### src/hw/rtl/ufic_pkg.sv
package ufic_pkg;

  // Frame offset counter width; covers minimum frame lengths up to 127.
  localparam int unsigned OFF_W = 7;

  typedef logic [OFF_W-1:0] off_t;

  // Configuration register indexes
  typedef enum logic [1:0] {
    REG_UDP_PORT     = 2'd0,
    REG_CLUSTER_ID   = 2'd1,
    REG_SCHEMA_ID    = 2'd2,
    REG_BOUND_QUEUES = 2'd3
  } cfg_reg_t;

  localparam logic [15:0] UDP_PORT_RST   = 16'd47911;
  localparam logic [31:0] CLUSTER_ID_RST = 32'd1;
  localparam logic [31:0] SCHEMA_ID_RST  = 32'd0;

  // Checked header offsets
  localparam off_t OFF_ETYPE_HI = 7'd12;
  localparam off_t OFF_ETYPE_LO = 7'd13;
  localparam off_t OFF_IP_VIHL  = 7'd14;
  localparam off_t OFF_IP_FRAG0 = 7'd20;
  localparam off_t OFF_IP_FRAG1 = 7'd21;
  localparam off_t OFF_IP_PROTO = 7'd23;
  localparam off_t OFF_DPORT_HI = 7'd36;
  localparam off_t OFF_DPORT_LO = 7'd37;
  localparam off_t OFF_MAGIC0   = 7'd42;
  localparam off_t OFF_MAGIC1   = 7'd43;
  localparam off_t OFF_MAGIC2   = 7'd44;
  localparam off_t OFF_MAGIC3   = 7'd45;
  localparam off_t OFF_VER_LO   = 7'd46;
  localparam off_t OFF_VER_HI   = 7'd47;
  localparam off_t OFF_CLUS0    = 7'd50;
  localparam off_t OFF_CLUS1    = 7'd51;
  localparam off_t OFF_CLUS2    = 7'd52;
  localparam off_t OFF_CLUS3    = 7'd53;
  localparam off_t OFF_SCHEMA0  = 7'd54;
  localparam off_t OFF_SCHEMA1  = 7'd55;
  localparam off_t OFF_SCHEMA2  = 7'd56;
  localparam off_t OFF_SCHEMA3  = 7'd57;

  // Expected header byte values
  localparam logic [7:0] ETYPE_IPV4_HI = 8'h08;
  localparam logic [7:0] ETYPE_IPV4_LO = 8'h00;
  localparam logic [3:0] IHL_NO_OPTS   = 4'd5;
  localparam logic [7:0] PROTO_UDP     = 8'd17;
  localparam logic [7:0] MAGIC_B0      = 8'h2E;  // '.'
  localparam logic [7:0] MAGIC_B1      = 8'h77;  // 'w'
  localparam logic [7:0] MAGIC_B2      = 8'h66;  // 'f'
  localparam logic [7:0] MAGIC_B3      = 8'h74;  // 't'
  localparam logic [7:0] VERSION_LO    = 8'd1;
  localparam logic [7:0] VERSION_HI    = 8'd0;

  // Match keys handed from the register block to the byte checker
  typedef struct packed {
    logic [15:0] udp_port;
    logic [31:0] cluster_id;
    logic [31:0] schema_id;
  } match_keys_t;

endpackage

### src/hw/rtl/ufic_cfg_regs.sv
module ufic_cfg_regs
  import ufic_pkg::*;
#(
  parameter int unsigned NUM_QUEUES = 64
) (
  input  logic                  clk,
  input  logic                  rst_n,
  input  logic                  cfg_we,
  input  logic [1:0]            cfg_index,
  input  logic [63:0]           cfg_wdata,
  output match_keys_t           keys,
  output logic [NUM_QUEUES-1:0] bound_queues
);

  logic [15:0]           udp_port_r;
  logic [31:0]           cluster_id_r;
  logic [31:0]           schema_id_r;
  logic [NUM_QUEUES-1:0] bound_r;

  always_ff @(posedge clk) begin
    if (!rst_n) begin
      udp_port_r   <= UDP_PORT_RST;
      cluster_id_r <= CLUSTER_ID_RST;
      schema_id_r  <= SCHEMA_ID_RST;
      bound_r      <= '0;
    end else if (cfg_we) begin
      unique case (cfg_reg_t'(cfg_index))
        REG_UDP_PORT:     udp_port_r   <= cfg_wdata[15:0];
        REG_CLUSTER_ID:   cluster_id_r <= cfg_wdata[31:0];
        REG_SCHEMA_ID:    schema_id_r  <= cfg_wdata[31:0];
        REG_BOUND_QUEUES: bound_r      <= cfg_wdata[NUM_QUEUES-1:0];
        default: ;
      endcase
    end
  end

  assign keys.udp_port   = udp_port_r;
  assign keys.cluster_id = cluster_id_r;
  assign keys.schema_id  = schema_id_r;
  assign bound_queues    = bound_r;

endmodule

### src/hw/rtl/ufic_byte_check.sv
module ufic_byte_check
  import ufic_pkg::*;
(
  input  off_t        offset,
  input  logic [7:0]  frame_byte,
  input  match_keys_t keys,
  output logic        byte_ok
);

  logic any_schema;

  assign any_schema = (keys.schema_id == 32'd0);

  always_comb begin
    unique case (offset)
      OFF_ETYPE_HI: byte_ok = (frame_byte == ETYPE_IPV4_HI);
      OFF_ETYPE_LO: byte_ok = (frame_byte == ETYPE_IPV4_LO);
      OFF_IP_VIHL:  byte_ok = (frame_byte[3:0] == IHL_NO_OPTS);
      OFF_IP_FRAG0: byte_ok = (frame_byte[5:0] == 6'd0);   // MF and offset high bits
      OFF_IP_FRAG1: byte_ok = (frame_byte == 8'd0);
      OFF_IP_PROTO: byte_ok = (frame_byte == PROTO_UDP);
      OFF_DPORT_HI: byte_ok = (frame_byte == keys.udp_port[15:8]);
      OFF_DPORT_LO: byte_ok = (frame_byte == keys.udp_port[7:0]);
      OFF_MAGIC0:   byte_ok = (frame_byte == MAGIC_B0);
      OFF_MAGIC1:   byte_ok = (frame_byte == MAGIC_B1);
      OFF_MAGIC2:   byte_ok = (frame_byte == MAGIC_B2);
      OFF_MAGIC3:   byte_ok = (frame_byte == MAGIC_B3);
      OFF_VER_LO:   byte_ok = (frame_byte == VERSION_LO);
      OFF_VER_HI:   byte_ok = (frame_byte == VERSION_HI);
      OFF_CLUS0:    byte_ok = (frame_byte == keys.cluster_id[7:0]);
      OFF_CLUS1:    byte_ok = (frame_byte == keys.cluster_id[15:8]);
      OFF_CLUS2:    byte_ok = (frame_byte == keys.cluster_id[23:16]);
      OFF_CLUS3:    byte_ok = (frame_byte == keys.cluster_id[31:24]);
      OFF_SCHEMA0:  byte_ok = any_schema || (frame_byte == keys.schema_id[7:0]);
      OFF_SCHEMA1:  byte_ok = any_schema || (frame_byte == keys.schema_id[15:8]);
      OFF_SCHEMA2:  byte_ok = any_schema || (frame_byte == keys.schema_id[23:16]);
      OFF_SCHEMA3:  byte_ok = any_schema || (frame_byte == keys.schema_id[31:24]);
      default:      byte_ok = 1'b1;
    endcase
  end

endmodule

### src/hw/rtl/udp_frame_ingress_classifier_core.sv
// Channel   Direction  Ports                                       Handshake
// input     in         in_frame_byte, in_last_byte, in_rx_queue    in_valid / in_stall
// result    out        out_verdict, out_target_queue               out_valid / out_stall
// config    in         cfg_index, cfg_wdata                        cfg_we (no wait)
//
// One byte item per cycle, sustained while in_stall is low. Each item is held in the
// input register, where the header check and verdict logic run; a last-byte item
// loads the result register, which drives out_valid, when it advances.
// Reset (rst_n low, synchronous) restores the register defaults and arms a new frame.
// in_stall rises only when a last-byte item waits while the result register
// is still held by out_stall; other bytes move through regardless.
module udp_frame_ingress_classifier_core
  import ufic_pkg::*;
#(
  parameter int unsigned MIN_FRAME_BYTES = 106,
  parameter int unsigned NUM_QUEUES      = 64
) (
  input  logic        clk,
  input  logic        rst_n,

  input  logic        in_valid,
  output logic        in_stall,
  input  logic [7:0]  in_frame_byte,
  input  logic        in_last_byte,
  input  logic [5:0]  in_rx_queue,

  output logic        out_valid,
  input  logic        out_stall,
  output logic        out_verdict,
  output logic [5:0]  out_target_queue,

  input  logic        cfg_we,
  input  logic [1:0]  cfg_index,
  input  logic [63:0] cfg_wdata
);

  localparam off_t MIN_OFF = OFF_W'(MIN_FRAME_BYTES);

  // Register block
  match_keys_t           keys;
  logic [NUM_QUEUES-1:0] bound_queues;

  ufic_cfg_regs #(
    .NUM_QUEUES (NUM_QUEUES)
  ) u_cfg_regs (
    .clk          (clk),
    .rst_n        (rst_n),
    .cfg_we       (cfg_we),
    .cfg_index    (cfg_index),
    .cfg_wdata    (cfg_wdata),
    .keys         (keys),
    .bound_queues (bound_queues)
  );

  // Input register
  logic       in_vld_r;
  logic [7:0] in_byte_r;
  logic       in_last_r;
  logic [5:0] in_queue_r;

  // Frame tracking state
  off_t offset_r, offset_nxt;
  logic match_r,  match_nxt;

  // Result register
  logic       out_vld_r;
  logic       verdict_r, verdict_nxt;
  logic [5:0] queue_r;

  logic out_free;
  logic advance;
  logic in_accept;
  logic byte_ok;
  logic saturated;
  logic long_enough;
  logic bound;
  logic [63:0] bound_ext;

  // Non-last bytes never need the result slot, so they always move on.
  assign out_free  = !out_vld_r || !out_stall;
  assign advance   = in_vld_r && (!in_last_r || out_free);
  assign in_stall  = in_vld_r && in_last_r && !out_free;
  assign in_accept = in_valid && !in_stall;

  always_ff @(posedge clk) begin
    if (!rst_n) begin
      in_vld_r <= 1'b0;
    end else if (in_accept) begin
      in_vld_r <= 1'b1;
    end else if (advance) begin
      in_vld_r <= 1'b0;
    end
  end

  always_ff @(posedge clk) begin
    if (in_accept) begin
      in_byte_r  <= in_frame_byte;
      in_last_r  <= in_last_byte;
      in_queue_r <= in_rx_queue;
    end
  end

  ufic_byte_check u_byte_check (
    .offset     (offset_r),
    .frame_byte (in_byte_r),
    .keys       (keys),
    .byte_ok    (byte_ok)
  );

  // Bytes past the minimum length are not examined; offset holds there.
  assign saturated = (offset_r >= MIN_OFF);

  // Queues at or above NUM_QUEUES read as unbound through the zero extension.
  assign bound_ext = 64'(bound_queues);
  assign bound     = bound_ext[in_queue_r];

  always_comb begin
    offset_nxt  = offset_r;
    match_nxt   = match_r;
    if (!saturated) begin
      offset_nxt = offset_r + 1'b1;
      match_nxt  = match_r && byte_ok;
    end
    long_enough = (offset_nxt >= MIN_OFF);
    verdict_nxt = match_nxt && long_enough && bound;
    // last byte re-arms the frame
    if (in_last_r) begin
      offset_nxt = '0;
      match_nxt  = 1'b1;
    end
  end

  always_ff @(posedge clk) begin
    if (!rst_n) begin
      offset_r <= '0;
      match_r  <= 1'b1;
    end else if (advance) begin
      offset_r <= offset_nxt;
      match_r  <= match_nxt;
    end
  end

  always_ff @(posedge clk) begin
    if (!rst_n) begin
      out_vld_r <= 1'b0;
    end else if (advance && in_last_r) begin
      out_vld_r <= 1'b1;
    end else if (!out_stall) begin
      out_vld_r <= 1'b0;
    end
  end

  always_ff @(posedge clk) begin
    if (advance && in_last_r) begin
      verdict_r <= verdict_nxt;
      queue_r   <= in_queue_r;
    end
  end

  assign out_valid        = out_vld_r;
  assign out_verdict      = verdict_r;
  assign out_target_queue = queue_r;

endmodule

### config.mk
export PLATFORM = sky130hd
export DESIGN_NAME = udp_frame_ingress_classifier_core
export DESIGN_NICKNAME = d
export VERILOG_FILES = /design/src/hw/rtl/ufic_pkg.sv /design/src/hw/rtl/ufic_cfg_regs.sv /design/src/hw/rtl/ufic_byte_check.sv /design/src/hw/rtl/udp_frame_ingress_classifier_core.sv
export SDC_FILE = /design/constraint.sdc
export NUM_CORES = 1
export LEC_CHECK = 0
export BUFFER_PORTS_ARGS = -buffer_cell sky130_fd_sc_hd__buf_2
export CORE_ASPECT_RATIO = 0.9
export CORE_MARGIN = 3
export CORE_UTILIZATION = 57
export DETAILED_ROUTE_END_ITERATION = 6
export PLACE_DENSITY = 0.89
export REMOVE_ABC_BUFFERS = 1
export SKIP_LAST_GASP = 1
export SLEW_MARGIN = 0
export SYNTH_ARGS = -nofsm -noshare
export SYNTH_HDL_FRONTEND = slang
export SYNTH_HIERARCHICAL = 1
export SYNTH_SLANG_ARGS = --single-unit
### constraint.sdc
create_clock -name clk -period 3.7 [get_ports clk]
set_input_delay 0.74 -clock clk [delete_from_list [all_inputs] [get_ports clk]]
set_output_delay 0.74 -clock clk [all_outputs]
set_load 0.03 [all_outputs]
* Yosys cells after proc, flatten, opt, wreduce, memory -nomap -nowiden
Index checks and enable logic that the tools add are counted.
** Operators by class
- $add $sub $neg :: 1
- $lt $le $gt $ge :: 3
- Eq/ne operators :: 44
- Multiplexer cells :: 11
- Reduce and logical (&&, ||, !) cells :: 29
** Operators with widths (count)
- 7-bit by 6-bit equality test with 1-bit output, second input constant :: 16
- 8-bit equality test :: 10
- 32-bit zero test :: 1
- 8-bit by 7-bit equality test with 1-bit output, second input constant :: 3
- 7-bit by 4-bit equality test with 1-bit output, second input constant :: 3
- 7-bit by 5-bit equality test with 1-bit output, second input constant :: 3
- 1-bit one-hot mux with 20 select lines :: 1
- 7-bit greater-or-equal comparator, second input constant :: 2
- 7-bit two-way mux :: 2
- 8-bit by 1-bit equality test with 1-bit output, second input constant :: 1
- 8-bit by 4-bit equality test with 1-bit output, second input constant :: 1
- 8-bit by 5-bit equality test with 1-bit output, second input constant :: 1
- 8-bit by 6-bit equality test with 1-bit output, second input constant :: 1
- 1-bit logical AND :: 8
- 8-bit zero test :: 1
- 2-bit AND reduction :: 4
- 7-bit by 1-bit adder with 7-bit output, second input constant :: 1
- 6-bit by 7-bit < comparator with 1-bit output, second input constant :: 1
- 1-bit two-way mux :: 7
- 1-bit binary-select mux with 6-bit select :: 1
- 6-bit zero test :: 1
- 1-bit logical OR :: 6
- 1-bit zero test :: 5
- 2-bit equality test, second input constant :: 2
- other kinds (6) :: 6
** Storage, ports and cells
- Flip-flop bits (word level) :: 176
- Input bits :: 86
- Output and inout port bits :: 9
- Word-level logic and storage cells :: 101

* Depth between registers and ports, before layout
Gate-level depths: netlist (run 1).
- Depth after elaboration :: 7
- Mapped depth :: 12
- Depth with buffers taken out :: 10

* Cells and area by module
The synthesis (run 1) kept the hierarchy.
** Modules (own cells, without submodules)
- ufic_cfg_regs :: times used 1, cells an instance 553, area each 5496.5 um2, seq. area each 2882.8 um2
- udp_frame_ingress_classifier_core :: times used 1, cells an instance 149, area each 1908.1 um2, seq. area each 860.8 um2
- ufic_byte_check :: times used 1, cells an instance 183, area each 1323.8 um2, seq. area each 0.0 um2

* Worst setup path after synthesis (run 1)
Ideal clock, no wire load.
- Kind :: register -> register
- From :: reg offset_r[0]
- To :: reg verdict_r (netlist: out_verdict) (data pin)
- Library setup time :: 150 ps
- Data arrival time :: 2613 ps
- Required time :: 3550 ps
- Slack :: 937 ps
- Cell stages (with the launch flop) :: 12
- Buffers on the path :: 2
- Period minus slack after synthesis :: 2763 ps
- Path through :: dfxtp_1 -> buf_6 -> clkbuf_1 -> mux2_2 -> a222oi_1 -> xnor2_1 -> nor4_1 -> a31oi_1 -> o41ai_1 -> a21boi_0 -> o221ai_1 -> nor3_2
** Between the ends
- Longest elaborated chain between the ends :: 7
- Elaborated cells on any way between the ends :: 32
- Those cells by class :: add/sub (1); order compare (2); eq/ne (22); mux (3); reduce/logical (4)
** Ends and longest elaborated chain
- start, declared :: RTL line udp_frame_ingress_classifier_core.sv:62 : off_t offset_r, offset_nxt;
- start signal, assigned :: RTL line udp_frame_ingress_classifier_core.sv:138 : offset_r <= offset_nxt;
- 7-bit by 4-bit equality test with 1-bit output, or another cell as far along :: RTL line ufic_byte_check.sv:15 : unique case (offset)
- 3-bit OR reduction (no source line)
- 1-bit one-hot mux with 20 select lines (*) :: RTL line ufic_byte_check.sv:15
- net byte_ok :: RTL line udp_frame_ingress_classifier_core.sv:73 : logic byte_ok;
- 1-bit logical AND (*) :: RTL line udp_frame_ingress_classifier_core.sv:122 : match_nxt = match_r && byte_ok;
- 1-bit two-way mux (*) :: RTL line udp_frame_ingress_classifier_core.sv:120 : if (!saturated) begin
- 1-bit logical AND (*) (2 in series) :: RTL line udp_frame_ingress_classifier_core.sv:125 : verdict_nxt = match_nxt && long_enough && bound;
- net verdict_nxt :: RTL line udp_frame_ingress_classifier_core.sv:67 : logic verdict_r, verdict_nxt;
- end signal, assigned :: RTL line udp_frame_ingress_classifier_core.sv:155 : verdict_r <= verdict_nxt;
- end, declared :: RTL line udp_frame_ingress_classifier_core.sv:67
Mark *: on every way through the listed nets, which the timed path passes. The rest lies on a longest branch.
A chain may end at the register's enable or synchronous reset.

* Worst setup path in the final report (run 1)
- From :: reg offset_r[2]
- To :: reg verdict_r (netlist: out_verdict) (data pin)
Same word-level chain as after synthesis.

==> results.ini, run 1 <==
[routing]
drt_iter0_drc = 806
drc = 0
routed_via_density = 6.13
wl_um = 23600
dr.pass1.iters = 7
wire_per_inst_um = 20.1
ant_nets = 0
vias = 7175

[die]
die_h_um = 123
core-area_um2 = 14900
die_area_um2 = 16800
die_width_um = 136
initial_core_util = 0.587
ioPinCount = 95
num_rows = 42

[grt]
grt_pass1_vias = 6708
grtUsageTotal = 0.279
grt_overflow = 0
grt_pass1_wl_um = 36000
grt_antenna_before_repair = 0
grt_max_degree = 100

[power_and_ir_drop]
ir_worst_vdd_v = 0.000504
total_power_mw = 4.23
power_density_nw_per_um2 = 428
p_leak_nw = 4.38

[clock_tree]
cts_setup_buffers = 0
root_buffer = clkbuf_16
clock_latency_ns = 0.43
htree_levels = 4
cts_buffers = 17
cts_buffer_depth = 2
clkSinkCount = 176
cts_tree = yes
hold_buffers = 0
post_cts_resized = 0
clk_pin_slew_ns = 0.07

[min_path]
holdPathStages = 2
hold_path_end = u_cfg_regs/bound_queues[1]
hp-start = u_cfg_regs/bound_queues[1]
hold_class = flip-flop to flip-flop

[final_layout]
diodes = 0
fill_cells = 1119
drive_above_1_share = 0.180
register_area_um2 = 3740
nNetsFinal = 1049
multi_input_area_um2 = 4520
synthToLayoutAreaGrowth_pct = 13.2

[synthesis]
synth_top_area_share = 0.353
synth.area.top_cells = dfxtp_1 35%, mux2i_1 17%, nand2_1 9.1%
yosys-top-cells-count = 212 x nand2_1, 154 x dfxtp_1, 147 x mux2i_1, 25 x buf_2, 22 x edfxtp_1
yosysUniqueCellTypes = 76
yosys.area.top_type = dfxtp_1
ys_dominant_reg_cell = dfxtp_1
async_reset_ff_frac = 0
syn_area_per_cell_um2 = 9.86
synth_edf_count = 22
synth.most_common_cell = nand2_1
yosysSeqAreaShare = 0.429
synth_warnings = 6
syn_inst = 885
synth-seq-cells = 176
netlist_area_um2 = 8730

[worst_setup_path]
start_kind = flip-flop
rr_endpoint = out_verdict
arrival_ns = 3.65
r2r_slack_ns = 0.33
crit_type = flip-flop to flip-flop
rr_worst_depth = 10
worst-path-max-fanout = 16
endpoint_kind = flip-flop
r2r_start = offset_r[2]
required_ns = 3.98

[timing]
worst_pin_slew_ns = 1.05
max_clock_freq_mhz = 297
fin_crit_ns = 3.37
setup_viol = 0
relSlewSlack = 0.292
finClkSkew_ns = 0.00541
tns_ns = 0
rsz0062_at_grt = false
slew_viol_final = 0
hold_viol_final = 0
period_share = 0.911

[placement]
place.gp.congestion = 0.975
hpwlAfterDp_um = 16200
port_buffers = 94

[job]
cap_viol_max_count = 0

[outcome]
run_status = completed

[how the worst max path moves through the flow]
stage	startpoint	endpoint	slack, ns	cells past startpoint
after global routing	offset_r[2]	out_verdict	0.06	11
after floorplan	cfg_we	u_cfg_regs/bound_queues[0]	0.1	2
after CTS	offset_r[2]	out_verdict	0.38	10
final	offset_r[2]	out_verdict	0.33	10
after detailed placement	offset_r[2]	out_verdict	0.43	10
after global placement	offset_r[2]	out_verdict	0.44	10
[metal layers]
| layer | up-vias | share of wire | GRT usage |
|---|---|---|---|
| li1 | 3333 | - | - |
| met1 | 3426 | 0.44 | 0.396 |
| met2 | 363 | 0.45 | 0.433 |
| met5 | - | 0 | 0 |
| met3 | 53 | 0.082 | 0.0472 |
| met4 | 0 | 0.027 | 0.0970 |
[state kept, by name (all words and copies together) (netlist names)]
register,flops
out_target_queue,6
out_verdict,1
in_queue_r,6
u_cfg_regs/bound_queues,64
in_last_r,1
out_valid,1
match_r,1
u_cfg_regs/udp_port_r,16
in_vld_r,1
u_cfg_regs/schema_id_r,32
u_cfg_regs/cluster_id_r,32
offset_r,7
in_byte_r,8
[through the flow]
| step | util | cell area [um^2] | instances | hold slack [ns] | worst slack, ns |
|---|---|---|---|---|---|
| finish | 0.664 | 9880 | 1171 | 0.453 | 0.328 |
| global route | 0.664 | 9880 | 1171 | 0.475 | 0.0557 |
| floorplan | - | 8320 | 819 | 0.431 | 0.0994 |
| CTS | 0.664 | 9880 | 1171 | 0.458 | 0.377 |
| global placement | 0.625 | 9290 | 1140 | 0.441 | 0.440 |
| detailed placement | 0.625 | 9290 | 1140 | 0.449 | 0.433 |
[kinds of logic (layout without fill, tap and decap cells)]
group	after synthesis	after routing	synth area share
compound gates	94	94	0.0823
xor+xnor	18	18	0.0181
fa+ha+maj	2	2	0.00287
buf+inv	84	172	0.0550
flops	176	176	0.429
mux	172	172	0.224
simple gates	339	339	0.188
[worst max-delay path, stage by stage (launching register included)]
cell and delay [ns]:
dfxtp_1 0.65, nor4b_1 0.91, a22o_1 0.28, a221o_1 0.16
o21a_1 0.12, o2111ai_1 0.16, o41ai_1 0.27, buf_4 0.18
a21boi_0 0.18, o221ai_1 0.14, nor3_2 0.17
[area by class of cell]
| cell class | instances | share of cell area |
|---|---|---|
| inverters | 18 | 0.00684 |
| well taps | 198 | 0.0251 |
| multi-input cells | 625 | 0.458 |
| clock buffers | 22 | 0.0491 |
| clock inverters | 9 | 0.0106 |
| flip-flops and latches | 176 | 0.379 |
| repair buffers | 123 | 0.0716 |
[cells in the final DEF (no fill, tap or decap), drive strengths merged, types with 15 or more instances in the layout]
| cell type | n |
|---|---|
| nand2 | 212 |
| dfxtp | 154 |
| mux2i | 147 |
| buf | 123 |
| edfxtp | 22 |
| clkbuf | 22 |
| inv | 19 |
| nor2b | 17 |
| nand3 | 16 |
| o211ai | 16 |
| nor2 | 15 |
| mux4 | 15 |
[where the power goes]
| part | switching, mW | internal [mW] | total (mW) | leakage [nW] |
|---|---|---|---|---|
| sequential | 0.0726 | 2.00 | 2.08 | 1.47 |
| clock | 0.739 | 1.07 | 1.80 | 0.291 |
| combinational | 0.193 | 0.155 | 0.348 | 2.63 |
(Power assumes the default switching activity.)
==> inputs of run 2 (changes only) <==
CORE_UTILIZATION = 30   (was 57)
PLACE_DENSITY = 0.57   (was 0.89)
==> results.ini, run 2 (same netlist as run 1, synthesis figures left out) <==
[routing]
routed_via_density = 5.15
wire_per_inst_um = 18.7
drc = 8
vias = 6846
wl_um = 24800
drt_iter0_drc = 683
ant_nets = 0
dr.pass1.iters = 7

[final_layout]
drive_above_1_share = 0.182
final_common_cell = nand2_1
layout_common_cells = 212 x nand2_1, 153 x dfxtp_1, 147 x mux2i_1, 93 x buf_2, 22 x edfxtp_1
synthToLayoutAreaGrowth_pct = 15.6
layoutNonFillerInstCount = 1329
nNetsFinal = 1044
largest_reg_flops = 64
diodes = 0

[clock_tree]
root_buffer = clkbuf_16
clk_pin_slew_ns = 0.07
cts_buffers = 17
clkSinkCount = 176
cts_tree = yes
post_cts_resized = 0
cts_buffer_depth = 2
hold_buffers = 0
htree_levels = 4
clock_latency_ns = 0.43
cts_setup_buffers = 0

[min_path]
hold_class = flip-flop to flip-flop
holdPathStages = 2

[worst_setup_path]
slowest_delay_ns = 0.66
r2r_start = offset_r[4]
endpoint_kind = flip-flop
rr_worst_depth = 10
start_kind = flip-flop
critPathSlowestCell = o41ai_1
rr_endpoint = out_verdict
crit_type = flip-flop to flip-flop
endpoint = out_verdict
critPathLaunch = offset_r[4]
required_ns = 3.98
r2r_slack_ns = 0.33
cp_cell_sequence = or3b_1 > nor4_1 > a22oi_1 > o211ai_1 > xnor2_1 > nand2_1 > o41ai_1 > a21boi_0 > o221ai_1 > nor3_2
arrival_ns = 3.65
worst-path-max-fanout = 11

[power_and_ir_drop]
p_sw_mw = 1.06
power_density_nw_per_um2 = 417
power.share.clock = 0.424
power.internal_mw = 3.15
p_seq_frac = 0.493
p_sw_frac = 0.251
p_leak_nw = 4.38
ir_worst_vdd_v = 0.000268
power_frac_comb = 0.083

[timing]
hold_viol_final = 0
rsz0062_at_grt = false
fin_crit_ns = 3.37
max_clock_freq_mhz = 297
setup_viol = 0
whs_ns = 0.459
worst_pin_slew_ns = 0.943
relSlewSlack = 0.369
period_share = 0.910
slew_viol_final = 0
tns_ns = 0
finClkSkew_ns = 0.0152

[outcome]
run_status = finished, violations left
violations = DRC

[grt]
grtUsageTotal = 0.158
grt_pass1_wl_um = 38600
grt_overflow = 0
grt_antenna_before_repair = 0
grt_pass1_vias = 6587
grt_max_degree = 65

[placement]
place.gp.congestion = 0.947
numPlacedInstances = 1297
hpwlAfterDp_um = 17900
port_buffers = 94

[die]
core-area_um2 = 28300
die_area_um2 = 31200
die_h_um = 168
num_rows = 58
ioPinCount = 95
die_width_um = 186
initial_core_util = 0.308

[job]
cap_viol_max_count = 0

-- run 2: cell types whose count changed in the layout (fill, tap and decap cells not counted), moves of 2 or more --
cell / change
buf_4: -8
clkinv_2: -3
buf_12: +3
clkinv_4: +3
inv_6: +2
bufinv_16: -2
clkbuf_1: -2
-- run 2: worst min path at each step --
| stage | from | endpoint | slack (ns) |
|---|---|---|---|
| after detailed placement | u_cfg_regs/bound_queues[36] | u_cfg_regs/bound_queues[36] | 0.45 |
| after floorplan | u_cfg_regs/cluster_id_r[21] | u_cfg_regs/cluster_id_r[21] | 0.43 |
| after CTS | u_cfg_regs/bound_queues[36] | u_cfg_regs/bound_queues[36] | 0.46 |
| final | u_cfg_regs/bound_queues[36] | u_cfg_regs/bound_queues[36] | 0.46 |
| after global routing | in_frame_byte[6] | in_byte_r[6] | 0.46 |
| after global placement | u_cfg_regs/bound_queues[33] | u_cfg_regs/bound_queues[33] | 0.44 |
-- run 2: metrics by stage --
step | area (um^2) | utilization | power, mW | setup slack [ns]
2_1_floorplan | 8320 | - | 2.28 | 0.0994
3_3_place_gp | 9490 | 0.335 | 2.47 | 0.443
4_1_cts | 10100 | 0.356 | 4.25 | 0.394
3_5_place_dp | 9490 | 0.335 | 2.47 | 0.425
5_1_grt | 10100 | 0.356 | 4.38 | 0.0524
6_report | 10100 | 0.356 | 4.21 | 0.331
-- run 2: power groups by stage --
| stage | clock network [mW] | registers, mW | logic (mW) |
|---|---|---|---|
| 5_1_grt | 1.91 | 2.08 | 0.385 |
| 3_5_place_dp | 0 | 2.12 | 0.352 |
| 6_report | 1.78 | 2.08 | 0.351 |
| 3_3_place_gp | 0 | 2.12 | 0.349 |
| 4_1_cts | 1.82 | 2.07 | 0.353 |
| 2_1_floorplan | 0 | 2.09 | 0.191 |
-- run 2: layer usage --
metal  track usage  wire [um]  vias up
met5             0          0        -
met4        0.0330        246        0
met3        0.0309       1370       18
met2         0.228      10600      189
met1         0.243      12600     3307
li1              -          -     3332
-- run 2: worst max-delay path: cells and delay by family, from the launching register on --
kind / cells / cell delay [ns]
and+or+nand+nor: 4 / 1.08
DFF: 1 / 0.63
xor gates and xnor gates: 1 / 0.14
AOI/OAI and AO/OA: 5 / 1.39
-- run 2: area by class of cell --
| cell class | instances | area (um^2) |
|---|---|---|
| Tap cell | 360 | 450 |
| Inverter | 18 | 67.6 |
| Fill cell | 2895 | 18200 |
| Sequential cell | 176 | 3740 |
| Clock buffer | 21 | 503 |
| Clock inverter | 11 | 91.3 |
| Timing Repair Buffer | 118 | 707 |
| Multi-Input combinational cell | 625 | 4530 |
